File: config.mk
export PLATFORM = sky130hd
export DESIGN_NAME = idle_timeout_residency_table_top
export DESIGN_NICKNAME = d
export VERILOG_FILES = /design/src/sv/itrt_pkg.sv /design/src/sv/itrt_cell.sv /design/src/sv/itrt_ctrl.sv /design/src/sv/idle_timeout_residency_table_top.sv
export SDC_FILE = /design/constraint.sdc
export NUM_CORES = 2
export LEC_CHECK = 0
export BUFFER_PORTS_ARGS = -buffer_cell sky130_fd_sc_hd__buf_2
export CORE_ASPECT_RATIO = 1.5
export CORE_MARGIN = 8
export CORE_UTILIZATION = 60
export DETAILED_ROUTE_END_ITERATION = 10
export PLACE_DENSITY_LB_ADDON = 0.3
export RECOVER_POWER = 50
export SLEW_MARGIN = 10
export SYNTH_ARGS = -nofsm -noshare
export SYNTH_HDL_FRONTEND = slang
export SYNTH_SLANG_ARGS = --single-unit
File: constraint.sdc
create_clock -name clock -period 9.3 [get_ports clock]
set_clock_uncertainty 0.05 [all_clocks]
set_input_delay 1.395 -clock clock [delete_from_list [all_inputs] [get_ports clock]]
set_output_delay 1.395 -clock clock [all_outputs]
set_load 0.03 [all_outputs]
File: src/sv/itrt_pkg.sv
// ----------------------------------------------------------------------------
// Idle-timeout residency table package
// Shared types, operation and result codes, and default constants.
// ----------------------------------------------------------------------------
package itrt_pkg;

   localparam int unsigned TABLE_DEPTH_DEFAULT = 32;
   localparam logic [31:0] IDLE_LIMIT_RESET    = 32'd20;

   // Operation codes of an input item.
   localparam logic [1:0] OP_ACCESS = 2'd0;
   localparam logic [1:0] OP_TICK   = 2'd1;
   localparam logic [1:0] OP_CLEAR  = 2'd2;

   // Result kinds.
   localparam logic [2:0] KIND_UNLOAD = 3'd0;
   localparam logic [2:0] KIND_LOAD   = 3'd1;
   localparam logic [2:0] KIND_HIT    = 3'd2;
   localparam logic [2:0] KIND_MISS   = 3'd3;
   localparam logic [2:0] KIND_FULL   = 3'd4;
   localparam logic [2:0] KIND_DONE   = 3'd5;

   typedef struct packed {
      logic [1:0]  operation;
      logic [31:0] asset_id;
      logic        auto_load;
   } req_type;

   typedef struct packed {
      logic [2:0]  kind;
      logic [31:0] asset_id_res;
      logic        last;
   } rsp_type;

   // Contents of one table slot.
   typedef struct packed {
      logic        valid;
      logic [31:0] id;
      logic [31:0] stamp;
   } entry_type;

   // Commands from the controller to every cell.
   typedef struct packed {
      logic stamp_en;
      logic insert_en;
      logic rotate;
   } cell_ctl_type;

   typedef enum logic [1:0] {
      ST_IDLE,
      ST_SWEEP,
      ST_DONE
   } state_type;

endpackage

File: src/sv/itrt_cell.sv
// ----------------------------------------------------------------------------
// Residency table cell
// Holds one slot; compares against the looked-up id and shifts to its neighbor.
// ----------------------------------------------------------------------------
module itrt_cell (
   input  logic                  clock,
   input  logic                  reset,
   input  itrt_pkg::cell_ctl_type ctl,
   input  logic [31:0]           lookup_id,
   input  logic [31:0]           tick,
   input  logic                  free_in,
   input  itrt_pkg::entry_type   neighbor,
   output itrt_pkg::entry_type   entry,
   output logic                  hit,
   output logic                  free_out
);

   logic        valid_ff, valid_in;
   logic [31:0] id_ff, id_in;
   logic [31:0] stamp_ff, stamp_in;

   assign hit      = valid_ff && (id_ff == lookup_id);
   // Free-slot claim ripples from the lowest slot upward.
   assign free_out = free_in || !valid_ff;

   assign entry.valid = valid_ff;
   assign entry.id    = id_ff;
   assign entry.stamp = stamp_ff;

   always_comb begin
      valid_in = valid_ff;
      id_in    = id_ff;
      stamp_in = stamp_ff;
      if (ctl.rotate) begin
         valid_in = neighbor.valid;
         id_in    = neighbor.id;
         stamp_in = neighbor.stamp;
      end else if (ctl.stamp_en && hit) begin
         stamp_in = tick;
      end else if (ctl.insert_en && !valid_ff && !free_in) begin
         valid_in = 1'b1;
         id_in    = lookup_id;
         stamp_in = tick;
      end
   end

   always_ff @(posedge clock) begin
      if (reset) begin
         valid_ff <= 1'b0;
      end else begin
         valid_ff <= valid_in;
      end
      id_ff    <= id_in;
      stamp_ff <= stamp_in;
   end

endmodule

File: src/sv/itrt_ctrl.sv
// ----------------------------------------------------------------------------
// Residency table controller
// Accepts items, steers the cell row, runs sweeps and holds the result register.
// ----------------------------------------------------------------------------
module itrt_ctrl #(
   parameter int unsigned TABLE_DEPTH = itrt_pkg::TABLE_DEPTH_DEFAULT
) (
   input  logic                   clock,
   input  logic                   reset,
   input  logic                   req_valid,
   output logic                   req_stall,
   input  itrt_pkg::req_type      req_data,
   output logic                   rsp_valid,
   input  logic                   rsp_stall,
   output itrt_pkg::rsp_type      rsp_data,
   input  logic                   csr_wr_en,
   input  logic [31:0]            csr_wr_data,
   input  logic                   any_hit,
   input  logic                   any_free,
   input  itrt_pkg::entry_type    head,
   output itrt_pkg::cell_ctl_type ctl,
   output logic                   evict_head,
   output logic [31:0]            tick
);

   localparam int unsigned CNT_W = $clog2(TABLE_DEPTH + 1);
   localparam logic [CNT_W-1:0] CNT_LAST = CNT_W'(TABLE_DEPTH - 1);

   itrt_pkg::state_type state_ff, state_in;
   logic                rsp_valid_ff, rsp_valid_in;
   itrt_pkg::rsp_type   rsp_ff, rsp_in;
   logic [CNT_W-1:0]    cnt_ff, cnt_in;
   logic                clear_ff, clear_in;
   logic [31:0]         tick_ff, tick_in;
   logic [31:0]         limit_ff;
   logic                out_free;
   logic [31:0]         head_age;

   assign out_free  = !rsp_valid_ff || !rsp_stall;
   assign head_age  = tick_ff - head.stamp;
   assign rsp_valid = rsp_valid_ff;
   assign rsp_data  = rsp_ff;
   assign tick      = tick_ff;

   always_comb begin
      state_in     = state_ff;
      rsp_valid_in = rsp_valid_ff && rsp_stall;
      rsp_in       = rsp_ff;
      cnt_in       = cnt_ff;
      clear_in     = clear_ff;
      tick_in      = tick_ff;
      ctl          = '0;
      evict_head   = 1'b0;
      req_stall    = 1'b1;
      unique case (state_ff)
         itrt_pkg::ST_IDLE: begin
            req_stall = !out_free;
            if (req_valid && out_free) begin
               unique case (req_data.operation)
                  itrt_pkg::OP_ACCESS: begin
                     rsp_valid_in        = 1'b1;
                     rsp_in.asset_id_res = req_data.asset_id;
                     rsp_in.last         = 1'b1;
                     ctl.stamp_en        = 1'b1;
                     ctl.insert_en       = !any_hit && req_data.auto_load;
                     if (any_hit) begin
                        rsp_in.kind = itrt_pkg::KIND_HIT;
                     end else if (!req_data.auto_load) begin
                        rsp_in.kind = itrt_pkg::KIND_MISS;
                     end else if (!any_free) begin
                        rsp_in.kind = itrt_pkg::KIND_FULL;
                     end else begin
                        rsp_in.kind = itrt_pkg::KIND_LOAD;
                     end
                  end
                  itrt_pkg::OP_TICK, itrt_pkg::OP_CLEAR: begin
                     clear_in = (req_data.operation == itrt_pkg::OP_CLEAR);
                     cnt_in   = '0;
                     state_in = itrt_pkg::ST_SWEEP;
                  end
                  default: begin
                     rsp_valid_in        = 1'b1;
                     rsp_in.kind         = itrt_pkg::KIND_DONE;
                     rsp_in.asset_id_res = '0;
                     rsp_in.last         = 1'b1;
                  end
               endcase
            end
         end
         itrt_pkg::ST_SWEEP: begin
            if (out_free) begin
               // The ring turns one slot; the head slot is judged on its way past.
               ctl.rotate = 1'b1;
               evict_head = head.valid && (clear_ff || (head_age > limit_ff));
               if (evict_head) begin
                  rsp_valid_in        = 1'b1;
                  rsp_in.kind         = itrt_pkg::KIND_UNLOAD;
                  rsp_in.asset_id_res = head.id;
                  rsp_in.last         = 1'b0;
               end
               if (cnt_ff == CNT_LAST) begin
                  state_in = itrt_pkg::ST_DONE;
               end else begin
                  cnt_in = cnt_ff + 1'b1;
               end
            end
         end
         itrt_pkg::ST_DONE: begin
            if (out_free) begin
               rsp_valid_in        = 1'b1;
               rsp_in.kind         = itrt_pkg::KIND_DONE;
               rsp_in.asset_id_res = '0;
               rsp_in.last         = 1'b1;
               tick_in             = tick_ff + 32'd1;
               state_in            = itrt_pkg::ST_IDLE;
            end
         end
         default: begin
            state_in = itrt_pkg::ST_IDLE;
         end
      endcase
   end

   always_ff @(posedge clock) begin
      if (reset) begin
         state_ff     <= itrt_pkg::ST_IDLE;
         rsp_valid_ff <= 1'b0;
         tick_ff      <= '0;
         limit_ff     <= itrt_pkg::IDLE_LIMIT_RESET;
      end else begin
         state_ff     <= state_in;
         rsp_valid_ff <= rsp_valid_in;
         tick_ff      <= tick_in;
         if (csr_wr_en) begin
            limit_ff <= csr_wr_data;
         end
      end
      rsp_ff   <= rsp_in;
      cnt_ff   <= cnt_in;
      clear_ff <= clear_in;
   end

`ifndef SYNTH
   a_busy_stalls: assert property (@(posedge clock) disable iff (reset)
      state_ff != itrt_pkg::ST_IDLE |-> req_stall)
      else $error("input taken while a sweep is running");

   a_sweep_holds: assert property (@(posedge clock) disable iff (reset)
      (state_ff == itrt_pkg::ST_SWEEP && !out_free) |=> $stable(cnt_ff))
      else $error("sweep advanced while result register was blocked");

   a_done_emitted: assert property (@(posedge clock) disable iff (reset)
      (state_ff == itrt_pkg::ST_DONE && out_free)
      |=> (rsp_valid_ff && rsp_ff.kind == itrt_pkg::KIND_DONE && rsp_ff.last))
      else $error("sweep ended without a done result");

   a_unload_not_last: assert property (@(posedge clock) disable iff (reset)
      (rsp_valid_ff && rsp_ff.kind == itrt_pkg::KIND_UNLOAD) |-> !rsp_ff.last)
      else $error("unload result marked last");
`endif

endmodule

File: src/sv/idle_timeout_residency_table_top.sv
// An access item's single result is registered in the cycle after acceptance.
// A tick or clear item turns the cell ring once, slot by slot, in the sweep
// state, then registers its done result in the done state; rsp stalls hold both.
// Throughput: one access per cycle unless rsp stalls; a sweep blocks new items
// until its done item. Reset (synchronous, active high) empties the table,
// zeroes the tick counter, sets idle_limit to 20; slot ids, stamps not cleared.
// ----------------------------------------------------------------------------
// Idle-timeout residency table, top level
// A row of slot cells driven by one controller with a registered result.
// ----------------------------------------------------------------------------
module idle_timeout_residency_table_top #(
   parameter int unsigned TABLE_DEPTH = itrt_pkg::TABLE_DEPTH_DEFAULT
) (
   input  logic              clock,
   input  logic              reset,
   input  logic              req_valid,
   output logic              req_stall,
   input  itrt_pkg::req_type req_data,
   output logic              rsp_valid,
   input  logic              rsp_stall,
   output itrt_pkg::rsp_type rsp_data,
   input  logic              csr_wr_en,
   input  logic [31:0]       csr_wr_data
);

   itrt_pkg::entry_type    entries [TABLE_DEPTH];
   itrt_pkg::entry_type    tail_entry;
   logic [TABLE_DEPTH-1:0] hit_vec;
   logic [TABLE_DEPTH:0]   free_chain;
   itrt_pkg::cell_ctl_type ctl;
   logic                   evict_head;
   logic [31:0]            tick;

   // Free-slot priority starts at slot zero with nothing claimed below it.
   assign free_chain[0] = 1'b0;

   // During a sweep the head slot wraps to the tail, freed if it was evicted.
   assign tail_entry.valid = entries[0].valid && !evict_head;
   assign tail_entry.id    = entries[0].id;
   assign tail_entry.stamp = entries[0].stamp;

   for (genvar i = 0; i < TABLE_DEPTH; i++) begin : g_cell
      itrt_pkg::entry_type neighbor;
      if (i == TABLE_DEPTH - 1) begin : g_tail
         assign neighbor = tail_entry;
      end else begin : g_mid
         assign neighbor = entries[i + 1];
      end
      itrt_cell u_cell (
         .clock     (clock),
         .reset     (reset),
         .ctl       (ctl),
         .lookup_id (req_data.asset_id),
         .tick      (tick),
         .free_in   (free_chain[i]),
         .neighbor  (neighbor),
         .entry     (entries[i]),
         .hit       (hit_vec[i]),
         .free_out  (free_chain[i + 1])
      );
   end

   // The controller sees one hit flag, one free flag and the head slot.
   itrt_ctrl #(
      .TABLE_DEPTH (TABLE_DEPTH)
   ) u_ctrl (
      .clock       (clock),
      .reset       (reset),
      .req_valid   (req_valid),
      .req_stall   (req_stall),
      .req_data    (req_data),
      .rsp_valid   (rsp_valid),
      .rsp_stall   (rsp_stall),
      .rsp_data    (rsp_data),
      .csr_wr_en   (csr_wr_en),
      .csr_wr_data (csr_wr_data),
      .any_hit     (|hit_vec),
      .any_free    (free_chain[TABLE_DEPTH]),
      .head        (entries[0]),
      .ctl         (ctl),
      .evict_head  (evict_head),
      .tick        (tick)
   );

endmodule

==> flow_summary.json <==
{
  "hold_viol": 0,
  "hold_class": "flip-flop to flip-flop",
  "ys_async_sr_fraction_pct": 0,
  "htreeDepth": 4,
  "yosys_warnings": 0,
  "drc_errors": 0,
  "r2r-start": "u_ctrl.state_ff[1]",
  "die_area_mm2": 0.181,
  "min_to": "u_ctrl.limit_ff[12]",
  "power_mw": 29.7,
  "boundaryPins": 110,
  "viasPerCell": 6.28,
  "area_growth_pct": 8.35,
  "grt_pass1_wl_mm": 490,
  "r2r-end": "g_cell[22].u_cell.id_ff[27]",
  "clock_latency_ns": 0.88,
  "die_h_um": 517,
  "drive_gt1_share_pct": 6.17,
  "post-route-min-period_ns": 7.95,
  "crit_top_cell": "nand2_1",
  "critPathKind": "input port to flip-flop",
  "drtIter0Drc": 10300,
  "antenna_found_initial": 11,
  "wl_per_cell_um": 30.1,
  "vdd_drop_max_mv": 0.223,
  "r2r_cells": 7,
  "fill_cells": 12800,
  "root_buffer": "clkbuf_16",
  "crit_path_max_fanout": 64,
  "status": "finished with violations",
  "cts_setup_buffers": 0,
  "finalCritPeriodShare_pct": 85.4,
  "crit_family": "simple AND/OR/NAND/NOR gates",
  "place_congestion": 1.06,
  "start_util_pct": 60.2,
  "avgSynthCellArea_um2": 10.9,
  "path_clk_slew_ns": 0.06,
  "synth.distinct_cells": 64,
  "ys_seq_elements": 2190,
  "die_width_um": 350,
  "layout_commonest_cell": "nand2_1",
  "setup_tns_ns": 0,
  "grt_usage_pct": 37.7,
  "portBuffers": 109,
  "fp-row-count": 184,
  "syn_area_mm2": 0.100,
  "rsz0062_at_grt": "no",
  "comb_power_share_pct": 21.6,
  "max_freq_mhz": 126,
  "crit_arrival_ns": 8.50,
  "clock_sinks": 2190,
  "synth_fp_nets": 9359,
  "most-common-layout-cells": "nand2_1 (4132), edfxtp_1 (2091), xnor2_1 (684)",
  "vias": 72300,
  "switching_share_pct": 33.1,
  "core_area_mm2": 0.167,
  "max_slew_margin_pct": -154,
  "nets": 9248,
  "hold_depth": 2,
  "cts_buffers": 198,
  "wl_mm": 347,
  "synthFlopType": "edfxtp_1",
  "violations": "max-capacitance violations, max-slew violations",
  "layout_setup_ws_ns": 1.35,
  "grt_max_degree": 252,
  "drtPass1Iterations": 7,
  "synth_edf_count": 2091,
  "ys_seq_area_share_pct": 64.5,
  "grt_overflow": 0,
  "drtAntennaViolNets": 0,
  "drv_cap": 45,
  "leakage_nw": 44.3,
  "finalMaxSlewViolations": 2108,
  "clkPwrFrac_pct": 27.9,
  "worstSetupStartpointType": "input port",
  "cts_max_path_buffers": 3,
  "post_cts_resized": 0,
  "dpl.hpwl_mm": 223,
  "hold_buffers": 0,
  "endpoint_kind": "flip-flop",
  "max_stage_delay_ns": 2.48,
  "grt_pass1_vias": 70600,
  "p_switching_mw": 9.83,
  "p_per_area_mw_per_mm2": 273,
  "intPower_mw": 19.9,
  "crit_chain": "clkbuf_1, nand2_1, nand2_1, clkbuf_1, nand2_1, nand2_1",
  "crit_required_ns": 9.85,
  "rrSetupSlack_ns": 1.48,
  "tightest_slew_ns": 3.81,
  "seqPwrFrac_pct": 50.5,
  "setup-violations-final": 0,
  "hp-start": "u_ctrl.limit_ff[12]",
  "syn_inst": 9214,
  "cts_tree": "done",
  "cp_slowest_cell": "nand2_1",
  "dp_slack_ns": 2.71,
  "critPathBufInv": 2
}
==> per-stage QoR <==
step / hold WS (ns) / util [%] / instances / instance area [µm²]
after global placement: 0.427 / 61.5 / 11100 / 103000
after CTS: 0.451 / 65.4 / 11500 / 109000
after global routing: 0.476 / 65.2 / 11500 / 109000
final: 0.445 / 65.2 / 11500 / 109000
after floorplan: 0.410 / - / 9214 / 100000
after detailed placement: 0.434 / 61.5 / 11100 / 103000
==> Yosys cell counts, types with 72 or more instances <==
library cell  number  area [µm²]
buf_1            190         713
clkbuf_1         281        1050
dfxtp_1           99        1980
edfxtp_1        2091       62800
ha_1              72         901
inv_1            110         413
nand2_1         4155       15600
nand3_1           80         400
nand4_1          208        1300
nor2_1           115         432
nor4_1           105         657
o21ai_0           83         415
xnor2_1          684        5990
xor2_1           385        3370
==> registers in the layout, summed over array words and instances, names as in the netlist <==
signal / count
g_cell.u_cell.id_ff: 1024
g_cell.u_cell.stamp_ff: 1024
g_cell.u_cell.valid_ff: 32
u_ctrl.clear_ff: 1
u_ctrl.cnt_ff: 6
u_ctrl.limit_ff: 32
u_ctrl.rsp_data: 36
u_ctrl.rsp_valid: 1
u_ctrl.state_ff: 2
u_ctrl.tick: 32
==> worst max-delay path by stage <==
stage,from,endpoint,slack (ns),depth (start not counted)
after floorplan,req_data[2],g_cell[16].u_cell.stamp_ff[0],1.62,12
after global placement,req_data[28],g_cell[17].u_cell.id_ff[13],2.81,12
after detailed placement,req_data[28],g_cell[17].u_cell.id_ff[10],2.71,12
after CTS,g_cell[0].u_cell.stamp_ff[8],u_ctrl.rsp_data[30],3.16,19
after global routing,u_ctrl.state_ff[1],g_cell[7].u_cell.stamp_ff[6],1.46,10
final,rsp_stall,g_cell[22].u_cell.id_ff[27],1.35,6
==> tightest hold or removal path, stage by stage, from the launching register on <==
cell and delay (ns):
dfxtp_1 0.33, mux2i_1 0.06, nor2_1 0.07
==> cell families after synthesis <==
family / share of synthesized area (%)
AOI/OAI and AO/OA: 2.20
xor gates and xnor gates: 9.32
adders and majority gates: 0.917
buffers and inverters: 3.56
DFF: 64.5
muxes: 0.369
and+or+nand+nor: 19.2
==> area by class of cell <==
class / count / area, µm² / share of cell area, %
sequential: 2190 / 64800 / 59.5
multi-input combinational: 6305 / 32500 / 29.8
clock buffer: 238 / 5200 / 4.78
tap: 2232 / 2790 / 2.57
timing repair buffer: 296 / 1890 / 1.74
clock inverter: 130 / 1260 / 1.16
inverter: 112 / 420 / 0.386
antenna: 9 / 22.5 / 0.0207
==> routing by layer <==
layer | vias up | track usage, % | wire, µm
met5 | - | 0 | 44
li1 | 30600 | - | -
met4 | 6 | 33.6 | 39600
met2 | 5096 | 60.3 | 160000
met3 | 1680 | 8.15 | 36100
met1 | 35000 | 42.6 | 111000
==> power by group through the flow <==
stage / logic (mW) / clock network [mW] / registers, mW
finish: 6.42 / 8.30 / 15.0
global route: 6.77 / 8.70 / 15.1
CTS: 6.18 / 8.35 / 14.9
detailed placement: 6.14 / 0 / 15.1
global placement: 6.03 / 0 / 15.1
floorplan: 3.89 / 0 / 14.6
Power figures use the tool's default switching activity.
